===== config.mk =====
export PLATFORM = sky130hd
export DESIGN_NAME = commit_log_record_parser_core
export DESIGN_NICKNAME = d
export VERILOG_FILES = /design/src/rtl/clrp_pkg.sv /design/src/rtl/commit_log_record_parser_core.sv /design/src/rtl/clrp_parse.sv /design/src/rtl/clrp_outq.sv
export SDC_FILE = /design/constraint.sdc
export NUM_CORES = 1
export LEC_CHECK = 0
export BUFFER_PORTS_ARGS = -buffer_cell sky130_fd_sc_hd__buf_2
export CAP_MARGIN = 20
export CORE_ASPECT_RATIO = 0.75
export CORE_UTILIZATION = 49
export DETAILED_ROUTE_END_ITERATION = 16
export PLACE_DENSITY_LB_ADDON = 0.15
export REMOVE_ABC_BUFFERS = 1
export SLEW_MARGIN = 20
export SYNTH_ARGS = -nofsm -noshare
export SYNTH_HDL_FRONTEND = slang
export SYNTH_HIERARCHICAL = 1
export SYNTH_SLANG_ARGS = --single-unit

===== constraint.sdc =====
create_clock -name clk -period 14.05 [get_ports clk]
set_input_delay 1.405 -clock clk [delete_from_list [all_inputs] [get_ports clk]]
set_output_delay 1.405 -clock clk [all_outputs]
set_load 0.02 [all_outputs]

===== src/rtl/clrp_pkg.sv =====
`default_nettype none
package clrp_pkg;

  localparam int unsigned BYTE_W = 8;
  localparam int unsigned FIELD_W = 4;
  localparam int unsigned VALUE_W = 63;
  localparam int unsigned LEN_W = 25;
  localparam int unsigned COUNT_W = 21;
  localparam int unsigned MAXLEN_W = 24;
  localparam int unsigned MAXENT_W = 20;
  localparam int unsigned CFG_IDX_W = 2;

  localparam logic [1:0] KIND_TEXT = 2'd0;
  localparam logic [1:0] KIND_TIME = 2'd1;
  localparam logic [1:0] KIND_ACCEPT = 2'd2;
  localparam logic [1:0] KIND_ERROR = 2'd3;

  localparam logic [2:0] ERR_TOO_LONG = 3'd0;
  localparam logic [2:0] ERR_TOO_MANY = 3'd1;
  localparam logic [2:0] ERR_TOO_FEW = 3'd2;
  localparam logic [2:0] ERR_AUTHOR_TIME = 3'd3;
  localparam logic [2:0] ERR_COMMIT_TIME = 3'd4;
  localparam logic [2:0] ERR_NONE = 3'd0;

  localparam logic [CFG_IDX_W-1:0] REG_BYTE_LIMIT = 2'd0;
  localparam logic [CFG_IDX_W-1:0] REG_RECORD_LIMIT = 2'd1;
  localparam logic [CFG_IDX_W-1:0] REG_FIELD_SEPARATOR = 2'd2;

  localparam logic [MAXLEN_W-1:0] BYTE_LIMIT_RESET = 24'd65536;
  localparam logic [MAXENT_W-1:0] RECORD_LIMIT_RESET = 20'd4096;
  localparam logic [BYTE_W-1:0] FIELD_SEPARATOR_RESET = 8'd31;

  localparam logic [FIELD_W-1:0] PARENT_FIELD = 4'd1;
  localparam logic [FIELD_W-1:0] AUTHOR_FIELD = 4'd2;
  localparam logic [FIELD_W-1:0] COMMIT_FIELD = 4'd5;

  localparam logic [LEN_W-1:0] LEN_MAX = 25'h1FFFFFF;
  localparam logic [BYTE_W-1:0] TERMINATOR = 8'h00;
  localparam logic [BYTE_W-1:0] SPACE = 8'h20;
  localparam logic [BYTE_W-1:0] DIGIT_ZERO = 8'h30;
  localparam logic [BYTE_W-1:0] DIGIT_NINE = 8'h39;

  localparam int unsigned QUEUE_DEPTH = 4;
  localparam int unsigned QPTR_W = 2;
  localparam int unsigned QCNT_W = 3;

  typedef struct packed {
    logic [BYTE_W-1:0] data_byte;
    logic end_of_data;
  } in_item_t;

  typedef struct packed {
    logic [1:0] kind;
    logic [FIELD_W-1:0] field_index;
    logic [VALUE_W-1:0] value;
    logic token_start;
    logic [2:0] error_code;
    logic last_of_run;
  } out_item_t;

  typedef struct packed {
    logic [MAXLEN_W-1:0] byte_limit;
    logic [MAXENT_W-1:0] record_limit;
    logic [BYTE_W-1:0] field_separator;
  } cfg_t;

  typedef struct packed {
    logic [1:0] count;
    out_item_t first;
    out_item_t second;
  } res_pair_t;

endpackage
`default_nettype wire


===== src/rtl/commit_log_record_parser_core.sv =====
`default_nettype none
// Parses a stream of zero-terminated commit records, one byte per cycle while the
// output queue has room. Each byte gives at most two results: a text byte or
// timestamp, and a record status when the record closes. Results enter a
// four-entry output queue, so a byte is taken every cycle while the queue holds
// two results or fewer. Each accepted byte is first held in an input register,
// and its results are written into the queue once the queue has room; from there
// they can be taken. The rate is one byte per cycle, set by the timestamp
// accumulate (multiply by ten and add) and the output queue drain of one result
// per cycle. Configuration is written through its own port, which is always ready.
module commit_log_record_parser_core import clrp_pkg::*; #(
  parameter int unsigned FIXED_FIELDS = 10
) (
  input  logic                  clk,
  input  logic                  rst,
  input  logic                  in_valid,
  output logic                  in_ready,
  input  in_item_t              in_item,
  output logic                  out_valid,
  input  logic                  out_ready,
  output out_item_t             out_item,
  input  logic                  cfg_valid,
  output logic                  cfg_ready,
  input  logic [CFG_IDX_W-1:0]  cfg_index,
  input  logic [MAXLEN_W-1:0]   cfg_data
);

  cfg_t cfg;
  res_pair_t res;
  logic room;

  assign cfg_ready = 1'b1;

  always_ff @(posedge clk) begin
    if (rst) begin
      cfg.byte_limit <= BYTE_LIMIT_RESET;
      cfg.record_limit <= RECORD_LIMIT_RESET;
      cfg.field_separator <= FIELD_SEPARATOR_RESET;
    end else if (cfg_valid) begin
      unique case (cfg_index)
        REG_BYTE_LIMIT: cfg.byte_limit <= cfg_data;
        REG_RECORD_LIMIT: cfg.record_limit <= cfg_data[MAXENT_W-1:0];
        REG_FIELD_SEPARATOR: cfg.field_separator <= cfg_data[BYTE_W-1:0];
        default: begin
        end
      endcase
    end
  end

  clrp_parse #(
    .FIXED_FIELDS(FIXED_FIELDS)
  ) u_parse (
    .clk(clk),
    .rst(rst),
    .in_valid(in_valid),
    .in_ready(in_ready),
    .in_item(in_item),
    .cfg(cfg),
    .room(room),
    .res(res)
  );

  clrp_outq u_outq (
    .clk(clk),
    .rst(rst),
    .res(res),
    .room(room),
    .out_valid(out_valid),
    .out_ready(out_ready),
    .out_item(out_item)
  );

endmodule
`default_nettype wire


===== src/rtl/clrp_parse.sv =====
`default_nettype none
module clrp_parse import clrp_pkg::*; #(
  parameter int unsigned FIXED_FIELDS = 10
) (
  input  logic      clk,
  input  logic      rst,
  input  logic      in_valid,
  output logic      in_ready,
  input  in_item_t  in_item,
  input  cfg_t      cfg,
  input  logic      room,
  output res_pair_t res
);

  localparam logic [FIELD_W-1:0] NFIX = FIELD_W'(FIXED_FIELDS);

  logic q_valid;
  in_item_t q_item;
  logic fire;

  logic [FIELD_W-1:0] field_number, field_number_next;
  logic [LEN_W-1:0] record_length, record_length_next;
  logic [COUNT_W-1:0] record_count, record_count_next;
  logic [VALUE_W-1:0] number_accumulator, number_accumulator_next;
  logic digit_seen, digit_seen_next;
  logic author_time_bad, author_time_bad_next;
  logic committer_time_bad, committer_time_bad_next;
  logic after_space, after_space_next;
  logic halted, halted_next;

  logic [BYTE_W-1:0] b;
  logic eod, nz, is_time, is_sep, bad_cur, is_digit, overflow;
  logic [3:0] digit;
  logic [VALUE_W+3:0] acc_sum;
  logic emit0, emit1;
  out_item_t item0, item1;
  logic [2:0] err;
  logic has_err;

  assign fire = q_valid && room;
  assign in_ready = !q_valid || fire;

  always_ff @(posedge clk) begin
    if (rst) begin
      q_valid <= 1'b0;
    end else if (in_ready) begin
      q_valid <= in_valid;
    end
  end

  always_ff @(posedge clk) begin
    if (in_ready && in_valid) begin
      q_item <= in_item;
    end
  end

  assign b = q_item.data_byte;
  assign eod = q_item.end_of_data;
  assign nz = (b != TERMINATOR);
  assign is_time = (field_number < NFIX) &&
                   ((field_number == AUTHOR_FIELD) || (field_number == COMMIT_FIELD));
  assign is_sep = nz && (field_number < NFIX) && (b == cfg.field_separator);
  assign bad_cur = (field_number == AUTHOR_FIELD) ? author_time_bad : committer_time_bad;
  assign is_digit = (b >= DIGIT_ZERO) && (b <= DIGIT_NINE);
  assign digit = 4'(b - DIGIT_ZERO);
  assign acc_sum = ({4'b0, number_accumulator} << 3) + ({4'b0, number_accumulator} << 1) +
                   (VALUE_W+4)'(digit);
  assign overflow = (acc_sum[VALUE_W+3:VALUE_W] != 4'b0);

  always_comb begin
    field_number_next = field_number;
    record_length_next = record_length;
    record_count_next = record_count;
    number_accumulator_next = number_accumulator;
    digit_seen_next = digit_seen;
    author_time_bad_next = author_time_bad;
    committer_time_bad_next = committer_time_bad;
    after_space_next = after_space;
    halted_next = halted;
    emit0 = 1'b0;
    emit1 = 1'b0;
    item0 = '0;
    item1 = '0;
    err = ERR_NONE;
    has_err = 1'b0;

    if (!halted) begin
      if (nz && (record_length != LEN_MAX)) begin
        record_length_next = record_length + 1'b1;
      end
      if (is_sep) begin
        if (is_time) begin
          if (bad_cur || !digit_seen) begin
            if (field_number == AUTHOR_FIELD) begin
              author_time_bad_next = 1'b1;
            end else begin
              committer_time_bad_next = 1'b1;
            end
          end else begin
            emit0 = 1'b1;
            item0.kind = KIND_TIME;
            item0.field_index = field_number;
            item0.value = number_accumulator;
          end
        end
        number_accumulator_next = '0;
        digit_seen_next = 1'b0;
        after_space_next = 1'b1;
        field_number_next = field_number + 1'b1;
      end else if (nz && is_time) begin
        if (!bad_cur) begin
          if (is_digit && !overflow) begin
            number_accumulator_next = acc_sum[VALUE_W-1:0];
          end
          if (is_digit) begin
            digit_seen_next = 1'b1;
          end
          if (!is_digit || overflow) begin
            if (field_number == AUTHOR_FIELD) begin
              author_time_bad_next = 1'b1;
            end else begin
              committer_time_bad_next = 1'b1;
            end
          end
        end
      end else if (nz && (field_number == PARENT_FIELD)) begin
        if (b == SPACE) begin
          after_space_next = 1'b1;
        end else begin
          emit0 = 1'b1;
          item0.kind = KIND_TEXT;
          item0.field_index = field_number;
          item0.value = VALUE_W'(b);
          item0.token_start = after_space;
          after_space_next = 1'b0;
        end
      end else if (nz) begin
        emit0 = 1'b1;
        item0.kind = KIND_TEXT;
        item0.field_index = field_number;
        item0.value = VALUE_W'(b);
      end

      if ((!nz || eod) && (record_length_next != '0)) begin
        has_err = 1'b1;
        priority if (record_length_next > LEN_W'(cfg.byte_limit)) begin
          err = ERR_TOO_LONG;
        end else if (record_count >= COUNT_W'(cfg.record_limit)) begin
          err = ERR_TOO_MANY;
        end else if (field_number_next < NFIX) begin
          err = ERR_TOO_FEW;
        end else if (author_time_bad_next) begin
          err = ERR_AUTHOR_TIME;
        end else if (committer_time_bad_next) begin
          err = ERR_COMMIT_TIME;
        end else begin
          has_err = 1'b0;
        end
        emit1 = 1'b1;
        if (has_err) begin
          item1.kind = KIND_ERROR;
          item1.error_code = err;
          halted_next = 1'b1;
        end else begin
          item1.kind = KIND_ACCEPT;
          record_count_next = record_count + 1'b1;
        end
        field_number_next = '0;
        record_length_next = '0;
        number_accumulator_next = '0;
        digit_seen_next = 1'b0;
        author_time_bad_next = 1'b0;
        committer_time_bad_next = 1'b0;
        after_space_next = 1'b1;
      end
    end

    if (eod) begin
      field_number_next = '0;
      record_length_next = '0;
      number_accumulator_next = '0;
      digit_seen_next = 1'b0;
      author_time_bad_next = 1'b0;
      committer_time_bad_next = 1'b0;
      after_space_next = 1'b1;
      record_count_next = '0;
      halted_next = 1'b0;
    end
  end

  always_ff @(posedge clk) begin
    if (rst) begin
      field_number <= '0;
      record_length <= '0;
      record_count <= '0;
      number_accumulator <= '0;
      digit_seen <= 1'b0;
      author_time_bad <= 1'b0;
      committer_time_bad <= 1'b0;
      after_space <= 1'b1;
      halted <= 1'b0;
    end else if (fire) begin
      field_number <= field_number_next;
      record_length <= record_length_next;
      record_count <= record_count_next;
      number_accumulator <= number_accumulator_next;
      digit_seen <= digit_seen_next;
      author_time_bad <= author_time_bad_next;
      committer_time_bad <= committer_time_bad_next;
      after_space <= after_space_next;
      halted <= halted_next;
    end
  end

  always_comb begin
    res = '0;
    if (fire) begin
      unique case ({emit0, emit1})
        2'b11: begin
          res.count = 2'd2;
          res.first = item0;
          res.second = item1;
          res.second.last_of_run = 1'b1;
        end
        2'b10: begin
          res.count = 2'd1;
          res.first = item0;
          res.first.last_of_run = 1'b1;
        end
        2'b01: begin
          res.count = 2'd1;
          res.first = item1;
          res.first.last_of_run = 1'b1;
        end
        default: begin
          res.count = 2'd0;
        end
      endcase
    end
  end

endmodule
`default_nettype wire


===== src/rtl/clrp_outq.sv =====
`default_nettype none
module clrp_outq import clrp_pkg::*; (
  input  logic      clk,
  input  logic      rst,
  input  res_pair_t res,
  output logic      room,
  output logic      out_valid,
  input  logic      out_ready,
  output out_item_t out_item
);

  out_item_t entries [QUEUE_DEPTH];
  logic [QPTR_W-1:0] wr_ptr, rd_ptr;
  logic [QCNT_W-1:0] count;
  logic pop;

  assign out_valid = (count != '0);
  assign out_item = entries[rd_ptr];
  assign pop = out_valid && out_ready;
  assign room = (count <= QCNT_W'(QUEUE_DEPTH - 2));

  always_ff @(posedge clk) begin
    if (res.count != 2'd0) begin
      entries[wr_ptr] <= res.first;
    end
    if (res.count == 2'd2) begin
      entries[wr_ptr + 1'b1] <= res.second;
    end
  end

  always_ff @(posedge clk) begin
    if (rst) begin
      wr_ptr <= '0;
      rd_ptr <= '0;
      count <= '0;
    end else begin
      wr_ptr <= wr_ptr + QPTR_W'(res.count);
      rd_ptr <= rd_ptr + QPTR_W'(pop);
      count <= count + QCNT_W'(res.count) - QCNT_W'(pop);
    end
  end

endmodule
`default_nettype wire


==> metrics.cfg, run 1 <==
[status]
status = finished clean

[hold_path]
holdPathStages = 2
hp-class = register to register

[pwr]
p_comb_share_pct = 19.1
leakagePower_nw = 13.1
internal_power_mw = 2.64
swShare_pct = 28.5
seq_power_share_pct = 45.4
pwr-share-clk_pct = 35.5
p_per_area_nw_per_um2 = 115
ir_drop_mv = 0.0897
switchingPower_mw = 1.05

[sta]
fmax_ghz = 0.146
hold_viol_final = 0
setup_tns_ns = 0
fin_skew_ns = 0.0137
worstMarginPinSlew_ns = 1.14
slew_headroom_pct = 23.2
final.min_clock_period_ns = 6.84
setup_viol = 0
rsz0062_at_grt = false
slew_viol_final = 0
hold_ws_ns = 0.480
fin_crit_sh_pct = 48.7

[floorplan]
die_x_um = 287
io_pins = 117
core_area_um2 = 59400
initial_core_util_pct = 50.1
fp.dieH_um = 215
die-area_um2 = 61800
rows = 77

[logic_synthesis]
synthCells = 2599
yosysSeqAreaShare_pct = 42.7
yosysUniqueCellTypes = 94
ys_ff_latch = 483
synth_area_um2 = 29800
synth_edf_count = 305
yosysWarnings = 6
syn_area_per_cell_um2 = 11.5
ys_async_sr_fraction_pct = 0
yosys_most_used_dff = edfxtp_1

[setup_path]
cp.required_ns = 14.27
cp-start-kind = register
r2r_cells = 14
end_kind = register
arrival_ns = 7.06
worstSetupPathType = register to register
cp_max_fo = 43

[clock_tree]
post_cts_buffers = 0
path_clk_slew_ns = 0.06
clk_latency_ns = 0.60
ctsResizeCount = 0
hold_buffers = 0
numCtsBuffers = 49
clock-sinks = 483
cts_max_level = 2
clock_path_buffers = 3
cts_tree = built
root_buffer = clkbuf_16

[drt]
drt_wl_total_um = 75800
drcViolationCount = 0
drtIter0Drc = 1475
wl_per_cell_um = 21.8
wl_met3_um = 4450
wl_met1_um = 38800
via_per_inst = 5.85
wl_met2_um = 31300
top_layer = met4
first_pass_iters = 5
vias = 20337
final_antenna_net_count = 0

[placement]
port_buffers = 115
place_congestion = 0.924
hpwl_um = 52000

[grt]
antenna_found_initial = 4
grt_overflow = 0
first_global_vias = 20058
track_usage_pct = 24.7
grt_pass1_wl_um = 119000
grt_max_degree = 82

[final_layout]
final_nets = 2867
fill_cells = 5131
drive_above_1_share_pct = 15.8
final_common_cell = edfxtp_1
syn_to_final_growth_pct = 8.19
final_cell_mix = 305 x edfxtp_1, 205 x mux2_1, 182 x ha_1
postLayoutCoreUtil_pct = 54.2

[run]
drv_cap = 0

==> power by group through the flow <==
| stage | combinational, mW | sequential, mW | clock [mW] |
|---|---|---|---|
| 4_1_cts | 0.711 | 1.68 | 1.34 |
| 3_5_place_dp | 0.708 | 1.71 | 0 |
| 5_1_grt | 0.753 | 1.69 | 1.40 |
| 6_report | 0.705 | 1.67 | 1.31 |
| 2_1_floorplan | 0.460 | 1.72 | 0 |
| 3_3_place_gp | 0.703 | 1.70 | 0 |
==> final timing paths <==
path	from	endpoint	slack (ns)
worst max-delay path	u_parse/record_length[3]	u_outq/entries[2][61]	7.21
worst min register to register	cfg[30]	cfg[30]	0.48
worst min-delay path	cfg[30]	cfg[30]	0.48
worst max register to register	u_parse/record_length[3]	u_outq/entries[2][61]	7.21
==> synth_stat cells (all sizes together), types with 59 or more instances <==
| master | count | area [µm²] |
|---|---|---|
| edfxtp | 305 | 9160 |
| mux2 | 299 | 3370 |
| ha | 182 | 2280 |
| dfxtp | 178 | 3560 |
| buf | 150 | 1020 |
| a21oi | 130 | 669 |
| nand2 | 125 | 469 |
| nor2 | 120 | 469 |
| inv | 89 | 334 |
| o21ai | 81 | 409 |
| nand2b | 78 | 488 |
| mux4 | 74 | 1670 |
| a22o | 71 | 622 |
| and2 | 71 | 444 |
| nand3 | 70 | 373 |
| clkbuf | 67 | 251 |
| xnor2 | 64 | 561 |
| mux2i | 59 | 591 |
==> layer usage <==
| layer | global-route usage (%) | vias to the layer above |
|---|---|---|
| li1 | - | 9722 |
| met1 | 38.9 | 10049 |
| met2 | 35.1 | 492 |
| met3 | 4.01 | 74 |
| met4 | 5.19 | 0 |
| met5 | 0 | - |
==> cells by family after synthesis <==
family,Yosys count,share of synthesized area (%)
AND/OR/NAND/NOR,638,11.6
AO/OA/AOI/OAI,445,10.2
flip-flops,483,42.7
adder cells (fa/ha/maj),185,7.85
multiplexers,432,18.9
other,2,0.0252
XOR/XNOR,108,3.27
buffers and inverters,306,5.41
==> area by class of cell <==
cell class                      instances  area, µm²  share of cell area, %
Sequential cell                       483      12700                   39.5
Inverter                               89        334                   1.04
Timing Repair Buffer                  142        788                   2.45
Antenna cell                            2       5.00                 0.0155
Multi-Input combinational cell       1877      15800                   49.0
Tap cell                              790        988                   3.07
Clock buffer                           78       1490                   4.63
Clock inverter                         14        104                  0.322
==> stage by stage <==
stage	std cells	setup slack (ns)	area (µm²)	power [mW]
after floorplan	2449	2.69	28800	2.17
after global placement	3380	7.15	30600	2.40
after detailed placement	3381	7.21	30600	2.42
after CTS	3473	7.19	32200	3.73
after global routing	3474	6.84	32200	3.84
final	3475	7.21	32200	3.69
==> worst max-delay path, stage by stage (launching register included) <==
cell,delay (ns)
dfxtp_1,0.52
nand4_2,0.28
or3_1,0.43
a311oi_1,0.83
xor2_1,0.24
a2111oi_0,0.44
o2111a_1,0.34
nand3_2,0.13
a21boi_0,0.23
and2_1,0.33
ha_1,0.31
and3_1,0.33
and4bb_4,0.80
o21bai_4,0.47
buf_4,0.73
==> sequential cells by signal, indices dropped and copies added (netlist names), 3 cells and up <==
signal                      count
u_parse/b                       8
u_parse/record_length          25
u_parse/field_number            4
u_outq/entries                296
u_parse/record_count           21
u_outq/count                    3
u_parse/number_accumulator     63
cfg                            52
(Power assumes the default switching activity.)
==> run 2: changes to the inputs <==
==> constraint.sdc (replaced) <==
create_clock -name clk -period 7.18 [get_ports clk]
set_input_delay 0.718 -clock clk [delete_from_list [all_inputs] [get_ports clk]]
set_output_delay 0.718 -clock clk [all_outputs]
set_load 0.02 [all_outputs]
==> run 2 against run 1 <==
Combinational power grew 96%. Critical endpoint is now u_outq/entries[2][60]. Non-clock buffer count is 2 higher. Clock power rose by 100%. Largest power group unchanged.
==> metrics.cfg, run 2 (synthesis results as in run 1) <==
[pwr]
p_per_area_nw_per_um2 = 226  ; was 115 nW/µm²
leakagePower_nw = 13.2  ; was 13.1 nW
power_mw = 7.33  ; was 3.69 mW
ir_drop_mv = 0.178  ; was 0.0897 mV

[clock_tree]
clock_path_buffers = 3  ; unchanged
numCtsBuffers = 50  ; was 49
post_cts_buffers = 0  ; unchanged
path_clk_slew_ns = 0.06  ; about the same
ctsResizeCount = 0  ; unchanged
clk_latency_ns = 0.61  ; was 0.60 ns
cts_tree = built  ; unchanged
root_buffer = clkbuf_16  ; unchanged
clock-sinks = 483  ; unchanged
cts_max_level = 2  ; unchanged
hold_buffers = 0  ; unchanged

[setup_path]
cp-start-kind = register  ; unchanged
arrival_ns = 6.43  ; was 7.06 ns
r2r_slack_ns = 0.99  ; was 7.21 ns
end_kind = register  ; unchanged
r2r_cells = 14  ; unchanged
worstSetupEndpoint = u_outq/entries[2][60]  ; was u_outq/entries[2][61]
rr_startpoint = u_parse/record_length[3]  ; unchanged
cp.required_ns = 7.43  ; was 14.27 ns
startpoint = u_parse/record_length[3]  ; unchanged
r2r-end = u_outq/entries[2][60]  ; was u_outq/entries[2][61]
worstSetupPathType = register to register  ; unchanged
cp_max_fo = 25  ; was 43

[hold_path]
hp-class = primary input to register  ; was register to register

[drt]
drcViolationCount = 0  ; unchanged
via_per_inst = 5.90  ; was 5.85
drtIter0Drc = 1657  ; was 1475
wl_per_cell_um = 21.5  ; was 21.8 µm
drt_wl_total_um = 74800  ; was 75800 µm
vias = 20529  ; was 20337
final_antenna_net_count = 0  ; unchanged
first_pass_iters = 6  ; was 5

[final_layout]
final_nets = 2870  ; was 2867
syn_to_final_growth_pct = 8.72  ; was 8.19%
postLayoutCoreUtil_pct = 54.5  ; was 54.2%
final_common_cell = edfxtp_1  ; unchanged
reg_top3 = u_outq/entries: 296 flops, u_parse/number_accumulator: 63 flops, cfg: 52 flops  ; unchanged
largest_reg_flops = 296  ; unchanged
final_cells = 3478  ; was 3475
drive_above_1_share_pct = 16.1  ; was 15.8%
fin_area_um2 = 32400  ; was 32200 µm²
final_cell_mix = 305 x edfxtp_1, 205 x mux2_1, 182 x ha_1  ; unchanged
top_register = u_outq/entries  ; unchanged

[sta]
setup_tns_ns = 0  ; unchanged
setup_viol = 0  ; unchanged
rsz0062_at_grt = false  ; unchanged
fin_skew_ns = 0.0293  ; was 0.0137 ns
hold_viol_final = 0  ; unchanged
hold_ws_ns = 0.288  ; was 0.480 ns
slew_headroom_pct = 20.0  ; was 23.2%
slew_viol_final = 0  ; unchanged
setup_slack_ns = 0.993  ; was 7.21 ns
fmax_ghz = 0.162  ; was 0.146 GHz
final.min_clock_period_ns = 6.19  ; was 6.84 ns
fin_crit_sh_pct = 86.2  ; was 48.7%
worstMarginPinSlew_ns = 1.19  ; was 1.14 ns

[placement]
dp_cells = 3383  ; was 3381
place_ws_ns = 1.08  ; was 7.21 ns
hpwl_um = 51100  ; was 52000 µm
port_buffers = 115  ; unchanged
place_area_um2 = 30700  ; was 30600 µm²
place_congestion = 0.906  ; was 0.924

[grt]
grt_overflow = 0  ; unchanged
grt_pass1_wl_um = 118000  ; was 119000 µm
track_usage_pct = 24.2  ; was 24.7%
grt_max_degree = 110  ; was 82
antenna_found_initial = 4  ; unchanged
first_global_vias = 20164  ; was 20058

[floorplan]
io_pins = 117  ; unchanged
die-area_um2 = 61800  ; unchanged
fp.dieH_um = 215  ; unchanged
rows = 77  ; unchanged
die_x_um = 287  ; unchanged
core_area_um2 = 59400  ; unchanged
initial_core_util_pct = 50.1  ; unchanged

[run]
drv_cap = 0  ; unchanged

[status]
status = finished clean  ; unchanged

-- run 2: final cells by class --
class / instances / area (µm²)
fill: 5069 / 27100
timing repair buffer: 144 / 858
inverter: 89 / 334
antenna: 1 / 2.50
clock buffer: 71 / 1450
multi-input combinational: 1877 / 15800
tap: 790 / 988
clock inverter: 23 / 230
sequential: 483 / 12700
-- run 2: how the worst min path moves through the flow --
| stage | from | end | slack [ns] | cells after the start |
|---|---|---|---|---|
| after detailed placement | cfg[35] | cfg[35] | 0.46 | 2 |
| after global routing | in_item[1] | u_parse/b[0] | 0.27 | 1 |
| after global placement | cfg[49] | cfg[49] | 0.46 | 2 |
| final | in_item[7] | u_parse/b[6] | 0.29 | 1 |
| after floorplan | cfg[24] | cfg[24] | 0.45 | 2 |
| after CTS | in_item[1] | u_parse/b[0] | 0.26 | 1 |
-- run 2: power by group --
group / leakage, nW / total, mW / switching (mW) / internal [mW]
Clock: 0.815 / 2.67 / 1.14 / 1.53
Sequential: 4.30 / 3.28 / 0.133 / 3.15
Combinational: 8.10 / 1.38 / 0.820 / 0.557
-- run 2: metal layers --
layer,GRT usage (%),vias to the layer above,wire length [µm],part of all wire [%]
li1,-,9731,-,-
met1,38.4,10155,38200,51
met2,35.0,569,31200,42
met3,3.39,74,4470,6.0
met4,4.33,0,927,1.2
met5,0,-,0,0
-- run 2: worst max-delay path, stage by stage (launching register included) --
cell       delay, ns
dfxtp_1         0.50
nand4_2         0.27
or3_1           0.43
a311oi_1        0.71
xor2_1          0.26
a2111oi_0       0.43
o2111a_1        0.32
nand3_2         0.14
a21boi_0        0.23
and2_1          0.30
ha_1            0.30
and3_1          0.52
o21bai_1        0.28
o21bai_4        0.58
buf_4           0.52
